[config.mk]
export PLATFORM = sky130hd
export DESIGN_NAME = bitmap_allocator_with_count
export DESIGN_NICKNAME = d
export VERILOG_FILES = /design/src/hdl/bmac_pkg.sv /design/src/hdl/bitmap_allocator_with_count.sv /design/src/hdl/bmac_ctrl.sv /design/src/hdl/bmac_dp.sv
export SDC_FILE = /design/constraint.sdc
export NUM_CORES = 2
export LEC_CHECK = 0
export ABC_AREA = 1
export BUFFER_PORTS_ARGS = -buffer_cell sky130_fd_sc_hd__buf_2
export CAP_MARGIN = 20
export CORE_ASPECT_RATIO = 0.6
export CORE_MARGIN = 2
export CORE_UTILIZATION = 40
export CTS_BUF_LIST = sky130_fd_sc_hd__clkbuf_8
export DETAILED_ROUTE_END_ITERATION = 10
export PLACE_DENSITY = 0.64
export SLEW_MARGIN = 20
export SYNTH_ARGS = -nofsm -noshare
export SYNTH_HDL_FRONTEND = slang
export SYNTH_SLANG_ARGS = --single-unit
[constraint.sdc]
create_clock -name clock -period 20.8 [get_ports clock]
set_clock_uncertainty 0.15 [all_clocks]
set_input_delay 3.12 -clock clock [delete_from_list [all_inputs] [get_ports clock]]
set_output_delay 3.12 -clock clock [all_outputs]
set_load 0.02 [all_outputs]
[src/hdl/bmac_pkg.sv]
// ----------------------------------------------------------------------------
// bmac_pkg
// Shared types, codes and field widths of the bit-map allocator.
// ----------------------------------------------------------------------------
package bmac_pkg;

   localparam int FUNC_W     = 4;
   localparam int IDX_W      = 10;
   localparam int SIZE_W     = 11;
   localparam int CNT_W      = 11;
   localparam int REQ_DATA_W = 16;
   localparam int RSP_DATA_W = 40;

   typedef enum logic [FUNC_W-1:0] {
      FN_READ      = 4'd0,
      FN_WRITE     = 4'd1,
      FN_TSET      = 4'd2,
      FN_TCLR      = 4'd3,
      FN_FIND_ONE  = 4'd4,
      FN_FIND_CLR  = 4'd5,
      FN_FIND_ZERO = 4'd6,
      FN_FIND_SET  = 4'd7,
      FN_REFILL    = 4'd8
   } func_type;

   typedef enum logic [1:0] {
      CL_NONE,
      CL_INDEXED,
      CL_SEARCH,
      CL_REFILL
   } class_type;

   typedef enum logic [2:0] {
      ST_IDLE,
      ST_DECODE,
      ST_READ,
      ST_LOCATE,
      ST_UPDATE,
      ST_RESULT
   } state_type;

   typedef struct packed {
      logic accept;
      logic decode;
      logic read;
      logic locate;
      logic update;
      logic load_rsp;
   } cmd_type;

   typedef struct packed {
      class_type cls;
      logic      idx_err;
      logic      any_cand;
      logic      rsp_free;
   } sts_type;

   function automatic class_type func_class(input logic [FUNC_W-1:0] f);
      class_type r;
      r = CL_NONE;
      case (f) inside
         FN_READ, FN_WRITE, FN_TSET, FN_TCLR:               r = CL_INDEXED;
         FN_FIND_ONE, FN_FIND_CLR, FN_FIND_ZERO, FN_FIND_SET: r = CL_SEARCH;
         FN_REFILL:                                         r = CL_REFILL;
         default:                                           r = CL_NONE;
      endcase
      return r;
   endfunction

endpackage

[src/hdl/bitmap_allocator_with_count.sv]
// ----------------------------------------------------------------------------
// bitmap_allocator_with_count
// Bit-map allocator with running ones count: indexed read/write/test,
// lowest set or clear bit search with optional flip, and whole-map refill.
//
//   channel   dir   beat content
//   req_      in    func, bit_index, set_value
//   rsp_      out   old_value, found, found_index, index_error, ones, zeros
//   csr_      in    size_in_use (clamped, clears the map)
//
// Indexed and found searches pass the accept, decode, word read, locate,
// update and result load steps around the single-port word memory; misses,
// errors and unused codes go from decode to result load, refill to update.
// Per-word summary flags make a search one priority encode and one word read.
// A size write clears the map in the same cycle; no clearing pass is needed.
// The result register holds while rsp_tready is low; the next beat waits only
// at result load.
// ----------------------------------------------------------------------------
module bitmap_allocator_with_count #(
   parameter int MAX_MAP_BITS = 1024,
   parameter int WORD_BITS    = 64
) (
   input  logic                             clock,
   input  logic                             reset,
   input  logic                             req_tvalid,
   output logic                             req_tready,
   // func[3:0], bit_index[13:4], set_value[14], zero pad
   input  logic [bmac_pkg::REQ_DATA_W-1:0]  req_tdata,
   output logic                             rsp_tvalid,
   input  logic                             rsp_tready,
   // old_value[0], found[1], found_index[11:2], index_error[12],
   // ones_total[23:13], zeros_total[34:24], zero pad
   output logic [bmac_pkg::RSP_DATA_W-1:0]  rsp_tdata,
   input  logic                             csr_we,
   input  logic [bmac_pkg::SIZE_W-1:0]      csr_wdata
);

   bmac_pkg::cmd_type cmd;
   bmac_pkg::sts_type sts;

   bmac_ctrl u_ctrl (
      .clock      (clock),
      .reset      (reset),
      .req_tvalid (req_tvalid),
      .req_tready (req_tready),
      .sts        (sts),
      .cmd        (cmd)
   );

   bmac_dp #(
      .MAX_MAP_BITS (MAX_MAP_BITS),
      .WORD_BITS    (WORD_BITS)
   ) u_dp (
      .clock      (clock),
      .reset      (reset),
      .cmd        (cmd),
      .sts        (sts),
      .req_tdata  (req_tdata),
      .csr_we     (csr_we),
      .csr_wdata  (csr_wdata),
      .rsp_tvalid (rsp_tvalid),
      .rsp_tready (rsp_tready),
      .rsp_tdata  (rsp_tdata)
   );

   a_busy_after_accept: assert property (@(posedge clock) disable iff (reset)
      (req_tvalid && req_tready) |=> !req_tready)
      else $error("request taken while a previous one is in flight");

   a_found_err_excl: assert property (@(posedge clock) disable iff (reset)
      rsp_tvalid |-> !(rsp_tdata[1] && rsp_tdata[12]))
      else $error("found and index_error both set");

   a_rsp_from_load: assert property (@(posedge clock) disable iff (reset)
      $rose(rsp_tvalid) |-> $past(cmd.load_rsp))
      else $error("result appeared without a load");

endmodule

[src/hdl/bmac_ctrl.sv]
// ----------------------------------------------------------------------------
// bmac_ctrl
// Sequencer of the allocator: steps one request through decode, then as its
// class needs word read, bit location and update, then result load.
// ----------------------------------------------------------------------------
module bmac_ctrl (
   input  logic               clock,
   input  logic               reset,
   input  logic               req_tvalid,
   output logic               req_tready,
   input  bmac_pkg::sts_type  sts,
   output bmac_pkg::cmd_type  cmd
);

   bmac_pkg::state_type state_ff;
   bmac_pkg::state_type state_in;

   always_ff @(posedge clock) begin
      if (reset) begin
         state_ff <= bmac_pkg::ST_IDLE;
      end else begin
         state_ff <= state_in;
      end
   end

   always_comb begin
      state_in = state_ff;
      unique case (state_ff)
         bmac_pkg::ST_IDLE: begin
            if (req_tvalid) begin
               state_in = bmac_pkg::ST_DECODE;
            end
         end
         bmac_pkg::ST_DECODE: begin
            if (sts.cls == bmac_pkg::CL_REFILL) begin
               state_in = bmac_pkg::ST_UPDATE;
            end else if (sts.cls == bmac_pkg::CL_INDEXED && !sts.idx_err) begin
               state_in = bmac_pkg::ST_READ;
            end else if (sts.cls == bmac_pkg::CL_SEARCH && sts.any_cand) begin
               state_in = bmac_pkg::ST_READ;
            end else begin
               state_in = bmac_pkg::ST_RESULT;
            end
         end
         bmac_pkg::ST_READ:   state_in = bmac_pkg::ST_LOCATE;
         bmac_pkg::ST_LOCATE: state_in = bmac_pkg::ST_UPDATE;
         bmac_pkg::ST_UPDATE: state_in = bmac_pkg::ST_RESULT;
         bmac_pkg::ST_RESULT: begin
            if (sts.rsp_free) begin
               state_in = bmac_pkg::ST_IDLE;
            end
         end
         default: state_in = bmac_pkg::ST_IDLE;
      endcase
   end

   always_comb begin
      req_tready   = 1'b0;
      cmd          = '0;
      unique case (state_ff)
         bmac_pkg::ST_IDLE: begin
            req_tready = 1'b1;
            cmd.accept = req_tvalid;
         end
         bmac_pkg::ST_DECODE: cmd.decode = 1'b1;
         bmac_pkg::ST_READ:   cmd.read   = 1'b1;
         bmac_pkg::ST_LOCATE: cmd.locate = 1'b1;
         bmac_pkg::ST_UPDATE: cmd.update = 1'b1;
         bmac_pkg::ST_RESULT: cmd.load_rsp = sts.rsp_free;
         default: cmd = '0;
      endcase
   end

endmodule

[src/hdl/bmac_dp.sv]
// ----------------------------------------------------------------------------
// bmac_dp
// Datapath of the allocator: word memory, per-word summary flags, size and
// ones count, word/bit locate logic and the result register.
// ----------------------------------------------------------------------------
module bmac_dp #(
   parameter int MAX_MAP_BITS = 1024,
   parameter int WORD_BITS    = 64
) (
   input  logic                                clock,
   input  logic                                reset,
   input  bmac_pkg::cmd_type                   cmd,
   output bmac_pkg::sts_type                   sts,
   input  logic [bmac_pkg::REQ_DATA_W-1:0]     req_tdata,
   input  logic                                csr_we,
   input  logic [bmac_pkg::SIZE_W-1:0]         csr_wdata,
   output logic                                rsp_tvalid,
   input  logic                                rsp_tready,
   output logic [bmac_pkg::RSP_DATA_W-1:0]     rsp_tdata
);

   localparam int WC     = (MAX_MAP_BITS + WORD_BITS - 1) / WORD_BITS;
   localparam int W_AW   = (WC > 1) ? $clog2(WC) : 1;
   localparam int B_W    = $clog2(WORD_BITS);
   localparam int BI_W   = $clog2(WC * WORD_BITS);
   localparam int SZ_B   = $clog2(MAX_MAP_BITS + 1);
   localparam int SZ_W   = (SZ_B > bmac_pkg::SIZE_W) ? SZ_B : bmac_pkg::SIZE_W;
   localparam int RW     = ((SZ_W > BI_W) ? SZ_W : BI_W) + 1;
   localparam int NW     = SZ_W + 1;
   localparam int K      = NW + 7;
   localparam int PW     = NW + K;
   localparam logic [K-1:0] RECIP = K'(((64'd1 << K) + WORD_BITS - 1) / WORD_BITS);
   localparam logic [SZ_W-1:0] SIZE_MAX = SZ_W'(MAX_MAP_BITS);
   localparam logic [W_AW:0]   WC_RST   = (W_AW + 1)'(WC);

   logic [WORD_BITS-1:0] mem_ff [WC];
   logic [WORD_BITS-1:0] rdata_ff;

   logic [SZ_W-1:0]   size_ff;
   logic [SZ_W-1:0]   ones_ff;
   logic [W_AW:0]     wiu_ff;
   logic [WC-1:0]     has_one_ff;
   logic [WC-1:0]     full_ff;

   logic [bmac_pkg::FUNC_W-1:0] func_ff;
   logic [bmac_pkg::IDX_W-1:0]  idx_ff;
   logic                        nv_ff;

   logic [W_AW-1:0]      word_ff;
   logic                 found_ff;
   logic [BI_W-1:0]      base_ff;
   logic                 hone_ff;
   logic                 hfull_ff;
   logic [WORD_BITS-1:0] eff_ff;
   logic [WORD_BITS-1:0] mask_ff;
   logic [B_W-1:0]       bit_ff;
   logic                 old_ff;
   logic [BI_W-1:0]      findex_ff;

   logic                                rsp_valid_ff;
   logic                                rsp_valid_in;
   logic [bmac_pkg::RSP_DATA_W-1:0]     rsp_data_ff;

   bmac_pkg::class_type   cls;
   logic                  want_one;
   logic [WC-1:0]         in_use;
   logic [WC-1:0]         cand;
   logic [SZ_W-1:0]       cfg_size;
   logic [PW-1:0]         wiu_prod;
   logic [PW-1:0]         idx_prod;
   logic [RW-1:0]         rem;
   logic [RW-1:0]         bit_off;
   logic [WORD_BITS-1:0]  mask;
   logic [WORD_BITS-1:0]  eff;
   logic [WORD_BITS-1:0]  seek;
   logic                  new_bit;
   logic                  cur_bit;
   logic [WORD_BITS-1:0]  new_word;
   logic                  idx_err;

   function automatic logic [W_AW-1:0] first_word(input logic [WC-1:0] v);
      logic [W_AW-1:0] r;
      r = '0;
      for (int i = WC - 1; i >= 0; i--) begin
         if (v[i]) r = W_AW'(i);
      end
      return r;
   endfunction

   function automatic logic [B_W-1:0] first_bit(input logic [WORD_BITS-1:0] v);
      logic [B_W-1:0] r;
      r = '0;
      for (int i = WORD_BITS - 1; i >= 0; i--) begin
         if (v[i]) r = B_W'(i);
      end
      return r;
   endfunction

   assign cls      = bmac_pkg::func_class(func_ff);
   assign want_one = (func_ff == bmac_pkg::FN_FIND_ONE) || (func_ff == bmac_pkg::FN_FIND_CLR);
   assign idx_err  = SZ_W'(idx_ff) >= size_ff;

   always_comb begin
      for (int i = 0; i < WC; i++) begin
         in_use[i] = (W_AW + 1)'(i) < wiu_ff;
      end
      cand = want_one ? has_one_ff : (in_use & ~(has_one_ff & full_ff));
   end

   assign sts.cls      = cls;
   assign sts.idx_err  = idx_err;
   assign sts.any_cand = |cand;
   assign sts.rsp_free = !rsp_valid_ff || rsp_tready;

   // clamp the written size to 1..MAX_MAP_BITS
   always_comb begin
      cfg_size = SZ_W'(csr_wdata);
      if (cfg_size == '0) begin
         cfg_size = SZ_W'(1);
      end else if (cfg_size > SIZE_MAX) begin
         cfg_size = SIZE_MAX;
      end
   end

   // divide by the word width through a scaled reciprocal
   assign wiu_prod = PW'(NW'(size_ff) + NW'(WORD_BITS - 1)) * PW'(RECIP);
   assign idx_prod = PW'(idx_ff) * PW'(RECIP);

   always_comb begin
      rem     = RW'(size_ff) - RW'(base_ff);
      bit_off = RW'(idx_ff) - RW'(base_ff);
      for (int j = 0; j < WORD_BITS; j++) begin
         mask[j] = rem > RW'(j);
      end
      eff  = hone_ff ? (hfull_ff ? mask : rdata_ff) : '0;
      seek = want_one ? eff : (~eff & mask);
   end

   always_comb begin
      cur_bit = eff_ff[bit_ff];
      case (func_ff)
         bmac_pkg::FN_WRITE:    new_bit = nv_ff;
         bmac_pkg::FN_TSET:     new_bit = 1'b1;
         bmac_pkg::FN_TCLR:     new_bit = 1'b0;
         bmac_pkg::FN_FIND_CLR: new_bit = 1'b0;
         bmac_pkg::FN_FIND_SET: new_bit = 1'b1;
         default:               new_bit = cur_bit;
      endcase
      new_word         = eff_ff;
      new_word[bit_ff] = new_bit;
   end

   always_ff @(posedge clock) begin
      if (cmd.update && cls != bmac_pkg::CL_REFILL) begin
         mem_ff[word_ff] <= new_word;
      end
      if (cmd.read) begin
         rdata_ff <= mem_ff[word_ff];
      end
   end

   always_ff @(posedge clock) begin
      if (reset) begin
         size_ff    <= SIZE_MAX;
         wiu_ff     <= WC_RST;
         ones_ff    <= '0;
         has_one_ff <= '0;
      end else begin
         wiu_ff <= (W_AW + 1)'(wiu_prod[PW-1:K]);
         if (csr_we) begin
            size_ff    <= cfg_size;
            ones_ff    <= '0;
            has_one_ff <= '0;
         end else if (cmd.update) begin
            if (cls == bmac_pkg::CL_REFILL) begin
               has_one_ff <= nv_ff ? in_use : '0;
               ones_ff    <= nv_ff ? size_ff : '0;
            end else begin
               has_one_ff[word_ff] <= |new_word;
               if (new_bit && !cur_bit) begin
                  ones_ff <= ones_ff + SZ_W'(1);
               end else if (!new_bit && cur_bit) begin
                  ones_ff <= ones_ff - SZ_W'(1);
               end
            end
         end
      end
   end

   always_ff @(posedge clock) begin
      if (cmd.update) begin
         if (cls == bmac_pkg::CL_REFILL) begin
            full_ff <= '1;
         end else begin
            full_ff[word_ff] <= (new_word == mask_ff);
         end
      end
   end

   always_ff @(posedge clock) begin
      if (cmd.accept) begin
         func_ff <= req_tdata[3:0];
         idx_ff  <= req_tdata[13:4];
         nv_ff   <= req_tdata[14];
      end
      if (cmd.decode) begin
         found_ff <= (cls == bmac_pkg::CL_SEARCH) && (|cand);
         if (cls == bmac_pkg::CL_SEARCH) begin
            word_ff <= first_word(cand);
         end else begin
            word_ff <= W_AW'(idx_prod[PW-1:K]);
         end
      end
      if (cmd.read) begin
         base_ff  <= BI_W'(word_ff) * BI_W'(WORD_BITS);
         hone_ff  <= has_one_ff[word_ff];
         hfull_ff <= full_ff[word_ff];
      end
      if (cmd.locate) begin
         eff_ff  <= eff;
         mask_ff <= mask;
         bit_ff  <= (cls == bmac_pkg::CL_SEARCH) ? first_bit(seek) : B_W'(bit_off);
      end
      if (cmd.update) begin
         old_ff    <= cur_bit;
         findex_ff <= base_ff + BI_W'(bit_ff);
      end
   end

   always_comb begin
      rsp_valid_in = rsp_valid_ff;
      if (cmd.load_rsp) begin
         rsp_valid_in = 1'b1;
      end else if (rsp_tready) begin
         rsp_valid_in = 1'b0;
      end
   end

   always_ff @(posedge clock) begin
      if (reset) begin
         rsp_valid_ff <= 1'b0;
      end else begin
         rsp_valid_ff <= rsp_valid_in;
      end
   end

   always_ff @(posedge clock) begin
      if (cmd.load_rsp) begin
         rsp_data_ff <= {
            5'd0,
            bmac_pkg::CNT_W'(size_ff - ones_ff),
            bmac_pkg::CNT_W'(ones_ff),
            (cls == bmac_pkg::CL_INDEXED) && idx_err,
            found_ff ? bmac_pkg::IDX_W'(findex_ff) : bmac_pkg::IDX_W'(0),
            found_ff,
            (cls == bmac_pkg::CL_INDEXED) && !idx_err && old_ff
         };
      end
   end

   assign rsp_tvalid = rsp_valid_ff;
   assign rsp_tdata  = rsp_data_ff;

endmodule

======== After elaboration in Yosys (flattened, before gate mapping) ========
Memories as Yosys holds them, arrays and structs flattened. A register that Yosys moved wholly into a read port is not among the register bits.
Index checks and enable logic that the tools add are counted.
storage, ports and cells
  register bits ........................... 269
  memory bits (writable) .................. 1024
  bits of input ports ..................... 32
  memories ................................ 1
operators by class
  add/sub/neg operators ................... 7
  magnitude comparators ................... 86
  equality and inequality tests ........... 20
  multiplexer cells ....................... 128
  bitwise logic cells ..................... 5
  reduce and logical (&&, ||, !) cells .... 29
memories
  memory       depth  width  read ports  clocked after memory_dff  write ports  RTL line       source
  u_dp.mem_ff  16     64     1           1                         1            bmac_dp.sv:36  logic [WORD_BITS-1:0] mem_ff [WC];
operators with widths
  cell                                                                               number
  6-bit 2-to-1 mux                                                                   65
  12-bit by 6-bit greater-than comparator with 1-bit output (second input constant)  32
  12-bit by 5-bit greater-than comparator with 1-bit output (second input constant)  16
  64-bit 2-to-1 mux                                                                  3
  12-bit by 4-bit greater-than comparator with 1-bit output (second input constant)  8
  4-bit 2-to-1 mux                                                                   17
  11-bit 2-to-1 mux                                                                  6
  64-bit AND                                                                         1
  64-bit bitwise mux                                                                 1
  64-bit equality test                                                               1
  64-bit inverter                                                                    1
  64-bit OR reduction                                                                1
  12-bit by 3-bit greater-than comparator with 1-bit output (second input constant)  4
  16-bit 2-to-1 mux                                                                  3
  4-bit by 5-bit less-than comparator with 1-bit output (first input constant)       8
  16-bit AND                                                                         2
  16-bit bitwise mux                                                                 2
  12-bit by 1-bit greater-than comparator with 1-bit output (second input constant)  2
  12-bit by 2-bit greater-than comparator with 1-bit output (second input constant)  2
  3-bit by 5-bit less-than comparator with 1-bit output (first input constant)       4
  3-bit one-hot mux with 6 select lines                                              1
  4-bit by 3-bit equality test with 1-bit output (second input constant)             4
  1-bit 2-to-1 mux                                                                   16
  16-bit inverter                                                                    1
  44 further kinds                                                                   74

======== Depth between registers and ports, before layout ========
  word-level depth ........................ 72
  mapped depth ............................ 70
  mapped depth without buffers ............ 70

======== Hierarchy ========
Synthesis repeated with hierarchy kept, for this count alone.
second synthesis, totals
  cell total of the unflattened synthesis .. 4284
  area total of the unflattened synthesis .. 56105.1 um^2
modules (own cells, without submodules)
  module     times used  cells each  area each (um^2)  seq. area each (um^2)
  bmac_dp    1           4238        55859.8           40218.6
  bmac_ctrl  1           46          245.2             60.1

======== Worst setup path before layout ========
Ideal clock, no wire load.
  path type ............................... reg-to-reg
  from .................................... register u_ctrl.state_ff[2]
  to ...................................... register u_dp.bit_ff[0], enable pin
  arrival ................................. 6087 ps
  path slack .............................. 13933 ps
  stages on the path, launching flop included .. 4
  buffers on the path ..................... 0
  clock period less this slack ............ 6867 ps
  path through ............................ dfxtp_1 -> inv_1 -> nand2_1 -> nor2_1
between the ends
  cells in the longest elaborated chain, start to end .. 2
ends and longest elaborated chain
  what                                            RTL line         source
  from (decl)                                     bmac_ctrl.sv:15  bmac_pkg::state_type state_ff;
  from (signal assigned)                          bmac_ctrl.sv:20  state_ff <= bmac_pkg::ST_IDLE;
  from (signal assigned)                          bmac_ctrl.sv:22  state_ff <= state_in;
  3-bit by 2-bit equality test with 1-bit output  bmac_ctrl.sv:60  unique case (state_ff)
  1-bit 2-to-1 mux                                bmac_ctrl.sv:60
  to (signal assigned)                            bmac_dp.sv:222   bit_ff <= (cls == bmac_pkg::CL_SEARCH) ? first_bit(seek) : B_W'(bit_off);
  to (decl)                                       bmac_dp.sv:56    logic [B_W-1:0] bit_ff;
No other way between the ends.
A chain may end at the register's enable or synchronous reset.

======== Worst setup path after layout ========
  from .................................... register u_dp.bit_ff[0]
  to ...................................... register u_dp.full_ff[11] (data pin)
between the ends
  elaborated cells on any way between the ends .. 11
  those cells by class .................... order compare (2); eq/ne (1); mux (7); reduce/logical (1)
RTL lines
  what                                       RTL line        source
  1-bit binary-select mux with 6-bit select  bmac_dp.sv:140  cur_bit = eff_ff[bit_ff];
  1-bit 2-to-1 mux (not written as such)     bmac_dp.sv:140
  net u_dp.cur_bit                           bmac_dp.sv:77   logic cur_bit;
  1-bit one-hot mux with 3 select lines      bmac_dp.sv:141  case (func_ff)
  64-bit bitwise mux                         bmac_dp.sv:150  new_word[bit_ff] = new_bit;
  net u_dp.new_word[57]                      bmac_dp.sv:78   logic [WORD_BITS-1:0] new_word;
  64-bit equality test                       bmac_dp.sv:195  full_ff[word_ff] <= (new_word == mask_ff);
  16-bit bitwise mux                         bmac_dp.sv:195
  to (signal, indexed assignment)            bmac_dp.sv:195
  to (decl)                                  bmac_dp.sv:43   logic [WC-1:0] full_ff;
The timed path passes the listed nets, and every way through them passes these cells. The select of a mux whose other input is x is not followed.

==> tab_implementation.tex <==
\begin{tabular}{lr}
\hline
Metric & Value \\
\hline
\multicolumn{2}{l}{\textbf{Floorplanning}} \\
Core Region & 139000 µm² \\
Initial Utilization & 0.403 \\
Chip Height & 294 µm \\
Boundary Pins & 74 \\
Standard-cell rows & 106 \\
Die boundary width & 487 µm \\
Total die area & 143000 µm² \\
\multicolumn{2}{l}{\textbf{Synth}} \\
Leading post-synthesis cells by cell area & sky130\_fd\_sc\_hd\_\_edfxtp\_1 70\%, sky130\_fd\_sc\_hd\_\_a22oi\_1 7.3\%, sky130\_fd\_sc\_hd\_\_a21oi\_1 3.5\% \\
Synth cell types & 63 \\
Dominant synthesized flop cell & sky130\_fd\_sc\_hd\_\_edfxtp\_1 \\
Synth top cells by count & 1310 x sky130\_fd\_sc\_hd\_\_edfxtp\_1, 542 x sky130\_fd\_sc\_hd\_\_a22oi\_1, 392 x sky130\_fd\_sc\_hd\_\_a21oi\_1 \\
Async set-or-reset flop fraction in the synthesized netlist & 0 \\
Sequential share of the synthesized area & 0.718 \\
Most common cell in the synthesized netlist & sky130\_fd\_sc\_hd\_\_edfxtp\_1 \\
Mapped cell area & 56100 µm² \\
Post-synth EDFFs & 1310 \\
Count of state elements after synthesis & 1357 \\
Synthesized netlist cell count & 4284 \\
Average cell area after synthesis & 13.1 µm² \\
Yosys top cell by area & sky130\_fd\_sc\_hd\_\_edfxtp\_1 \\
Synth warn & 0 \\
Area share of the leading cell type in the synthesized netlist & 0.702 \\
\multicolumn{2}{l}{\textbf{Flow run}} \\
Count of max-cap constraint violations & 0 \\
\multicolumn{2}{l}{\textbf{Final layout}} \\
Antenna diode count & 0 \\
Synth-to-layout area growth & 11.5\% \\
Fraction of layout cells with a size suffix above 1 & 0.112 \\
Post-layout nets & 4517 \\
Utilization of the core after routing & 0.449 \\
Filler cell count in the final layout & 12400 \\
Finished Layout Cells & 6428 \\
\multicolumn{2}{l}{\textbf{Clock network}} \\
Number of gates given a new drive strength after cts & 0 \\
Depth of the CTS H-tree & 4 \\
Number of buffers on the longest clock path & 3 \\
Count of hold-fix buffers inserted at cts & 0 \\
Clock sink count & 1357 \\
Clock Root Buffer & sky130\_fd\_sc\_hd\_\_clkbuf\_8 \\
Clock tree from TritonCTS & yes \\
Clock Pin Slew Worst Setup and Hold Paths & 70 ps \\
Source-to-sink clock delay at the later pin of the worst-skew pair & 910 ps \\
Post-CTS Repair Setup Buffers & 0 \\
Cts bufs inserted & 181 \\
\multicolumn{2}{l}{\textbf{Setup path}} \\
Category of the worst setup path launch point & flip-flop \\
Largest stage delay, worst path & 780 ps \\
Worst path slowest cell & sky130\_fd\_sc\_hd\_\_nor3\_1 \\
Reg2reg path depth & 23 \\
Largest fanout of any net on the critical path & 47 \\
Crit path capture type & flip-flop \\
Endpoint of the worst register-to-register path & u\_dp.full\_ff[11] \\
Register-to-Register Setup Slack & 12850 ps \\
Crit path kind & reg2reg \\
Required time worst endpoint & 21370 ps \\
Launch instance of the worst register-to-register path & u\_dp.bit\_ff[0] \\
CP Cell Sequence & inv\_1 > nor3\_2 > buf\_4 > inv\_1 > o21ai\_0 > a221oi\_1 > nand4\_1 > a22o\_1 > nor4\_1 > inv\_1 > o21ai\_0 > nand2\_1 > inv\_2 > buf\_4 > a21oi\_1 > buf\_4 > xor2\_1 > nor3\_1 > nand4\_1 > nor3\_1 > nand4\_1 > buf\_6 > a22oi\_1 \\
Worst EP arrival & 8530 ps \\
\multicolumn{2}{l}{\textbf{STA}} \\
Final count of hold timing violations & 0 \\
Count of endpoints failing setup in the final report & 0 \\
Final cycle utilization of the critical path & 0.382 \\
Timing-limited maximum frequency & 0.126 GHz \\
Setup tns final & 0 ps \\
Time the final worst path needs with I/O delays and setup & 7950 ps \\
Relative slew slack & 0.240 \\
Worst slew pin tran & 1140 ps \\
Number of pins exceeding their max-slew limit in the final report & 0 \\
RSZ-0062 raised after global routing & false \\
\multicolumn{2}{l}{\textbf{Min path}} \\
Hold EP & u\_dp.findex\_ff[9] \\
Cell depth of the worst min-delay path & 0 \\
Worst min-delay path category & reg2reg \\
Startpoint of the most critical hold path & u\_dp.base\_ff[9] \\
\multicolumn{2}{l}{\textbf{Route}} \\
Mean routed wirelength per cell & 26.0 µm \\
Total via count in the routed design & 38200 \\
Detailed Routing Iterations Pass 1 & 7 \\
Initial drt markers & 5755 \\
DRT antenna net count & 0 \\
Final WL & 167 mm \\
Routed via count divided by cell count & 5.95 \\
Number of DRC violations after detailed routing & 0 \\
\multicolumn{2}{l}{\textbf{Placement}} \\
HPWL after detailed placement & 97.3 mm \\
Global placer's final weighted congestion & 0.995 \\
Placed cell count & 6099 \\
Port bufs & 67 \\
\multicolumn{2}{l}{\textbf{Global routing}} \\
Number of global-route vias before repair & 35300 \\
All-Layer GR Usage & 0.228 \\
Initial antenna violation count & 5 \\
Global-route wire length before repair & 240 mm \\
Grt total ovfl & 0 \\
Maximum number of pins on one net before global-route repair & 89 \\
\multicolumn{2}{l}{\textbf{Power}} \\
Leakage power figure & 21.2 nW \\
Power Total & 5.83 mW \\
Power density relative to cell area & 93.2 nW/µm² \\
Maximum ir drop on the vdd rail & 0.0616 mV \\
\multicolumn{2}{l}{\textbf{Run status}} \\
Status & completed \\
\hline
\end{tabular}
-- through the flow --
stage / instance area, µm² / hold WS (ps) / setup WS [ps]
2_1_floorplan: 56100 / 271 / 13930
3_5_place_dp: 59100 / 288 / 12940
5_1_grt: 62500 / 328 / 12760
3_3_place_gp: 59100 / 292 / 13050
4_1_cts: 62500 / 298 / 12860
6_report: 62500 / 304 / 12850
-- registers in the layout (all words and copies together), names as in the netlist --
name and count:
u_dp.size_ff 11, u_dp.func_ff 4, u_dp.has_one_ff 16, u_dp.hone_ff 1
u_dp.rsp_tvalid 1, u_dp.eff_ff 64, u_ctrl.state_ff 3, u_dp.word_ff 4
u_dp.mask_ff 64, u_dp.rdata_ff 64, u_dp.full_ff 16, u_dp.found_ff 1
u_dp.mem_ff 1024, u_dp.base_ff 4, u_dp.ones_ff 11, u_dp.findex_ff 10
u_dp.bit_ff 6, u_dp.wiu_ff 5, u_dp.hfull_ff 1, u_dp.old_ff 1
u_dp.nv_ff 1, u_dp.idx_ff 10, u_dp.rsp_tdata 35
-- worst max path at each step --
stage	cells after the start	from	slack [ps]	to
floorplan	3	u_ctrl.state_ff[2]	13930	u_dp.bit_ff[0]
global placement	22	u_dp.bit_ff[0]	13050	u_dp.full_ff[11]
detailed placement	24	u_dp.bit_ff[0]	12940	u_dp.full_ff[11]
CTS	24	u_dp.bit_ff[0]	12860	u_dp.full_ff[11]
global route	23	u_dp.bit_ff[0]	12760	u_dp.full_ff[9]
finish	23	u_dp.bit_ff[0]	12850	u_dp.full_ff[11]
-- critical path, delay by kind of cell, from the launching register on --
family	cells	cell delay, ps
xor gates and xnor gates	1	160
buffers and inverters	8	2740
DFF	1	540
and+or+nand+nor	8	2950
AOI/OAI and AO/OA	6	1170
-- cells by family after synthesis --
logic type      after synthesis  share of synthesized area
compound gates             1379                      0.154
simple gates                846                     0.0677
xor+xnor                     70                     0.0109
buf+inv                     595                     0.0406
flops                      1357                      0.718
fa+ha+maj                    36                    0.00844
other cells                   1                  0.0000669
-- per-layer routing --
layer  up-vias  global-route usage  wire length [µm]
met4         2              0.0551              3000
met2      2466               0.301             67100
met3       242              0.0673             22000
met1     18900               0.360             75100
li1      16600                   -                 -
met5         -                   0                 7
-- power breakdown --
group	internal [mW]	total [mW]	switching, mW
logic	0.217	0.802	0.584
clock network	0.898	1.92	1.02
registers	3.07	3.11	0.0356
-- cell type report --
cell class	instances	area [µm²]	area share
inverter	357	1360	0.0218
clock buffer	183	2520	0.0403
timing repair buffer	216	1480	0.0237
clock inverter	143	792	0.0127
multi-input combinational	2336	13800	0.221
tap	1836	2300	0.0367
sequential	1357	40300	0.644
-- cells in the final DEF, fill, tap and decap left out, types with 64 or more instances in the layout --
| cell type | instances |
|---|---|
| sky130_fd_sc_hd__edfxtp_1 | 1310 |
| sky130_fd_sc_hd__a21oi_1 | 391 |
| sky130_fd_sc_hd__nor2_1 | 236 |
| sky130_fd_sc_hd__buf_4 | 146 |
| sky130_fd_sc_hd__or4_1 | 64 |
| sky130_fd_sc_hd__a22oi_1 | 542 |
| sky130_fd_sc_hd__clkbuf_8 | 183 |
| sky130_fd_sc_hd__inv_1 | 410 |
| sky130_fd_sc_hd__a31oi_1 | 64 |
| sky130_fd_sc_hd__nand2_1 | 356 |
| sky130_fd_sc_hd__buf_2 | 67 |
| sky130_fd_sc_hd__o21ai_0 | 255 |
Note: power is estimated with default switching activity, not from simulation.
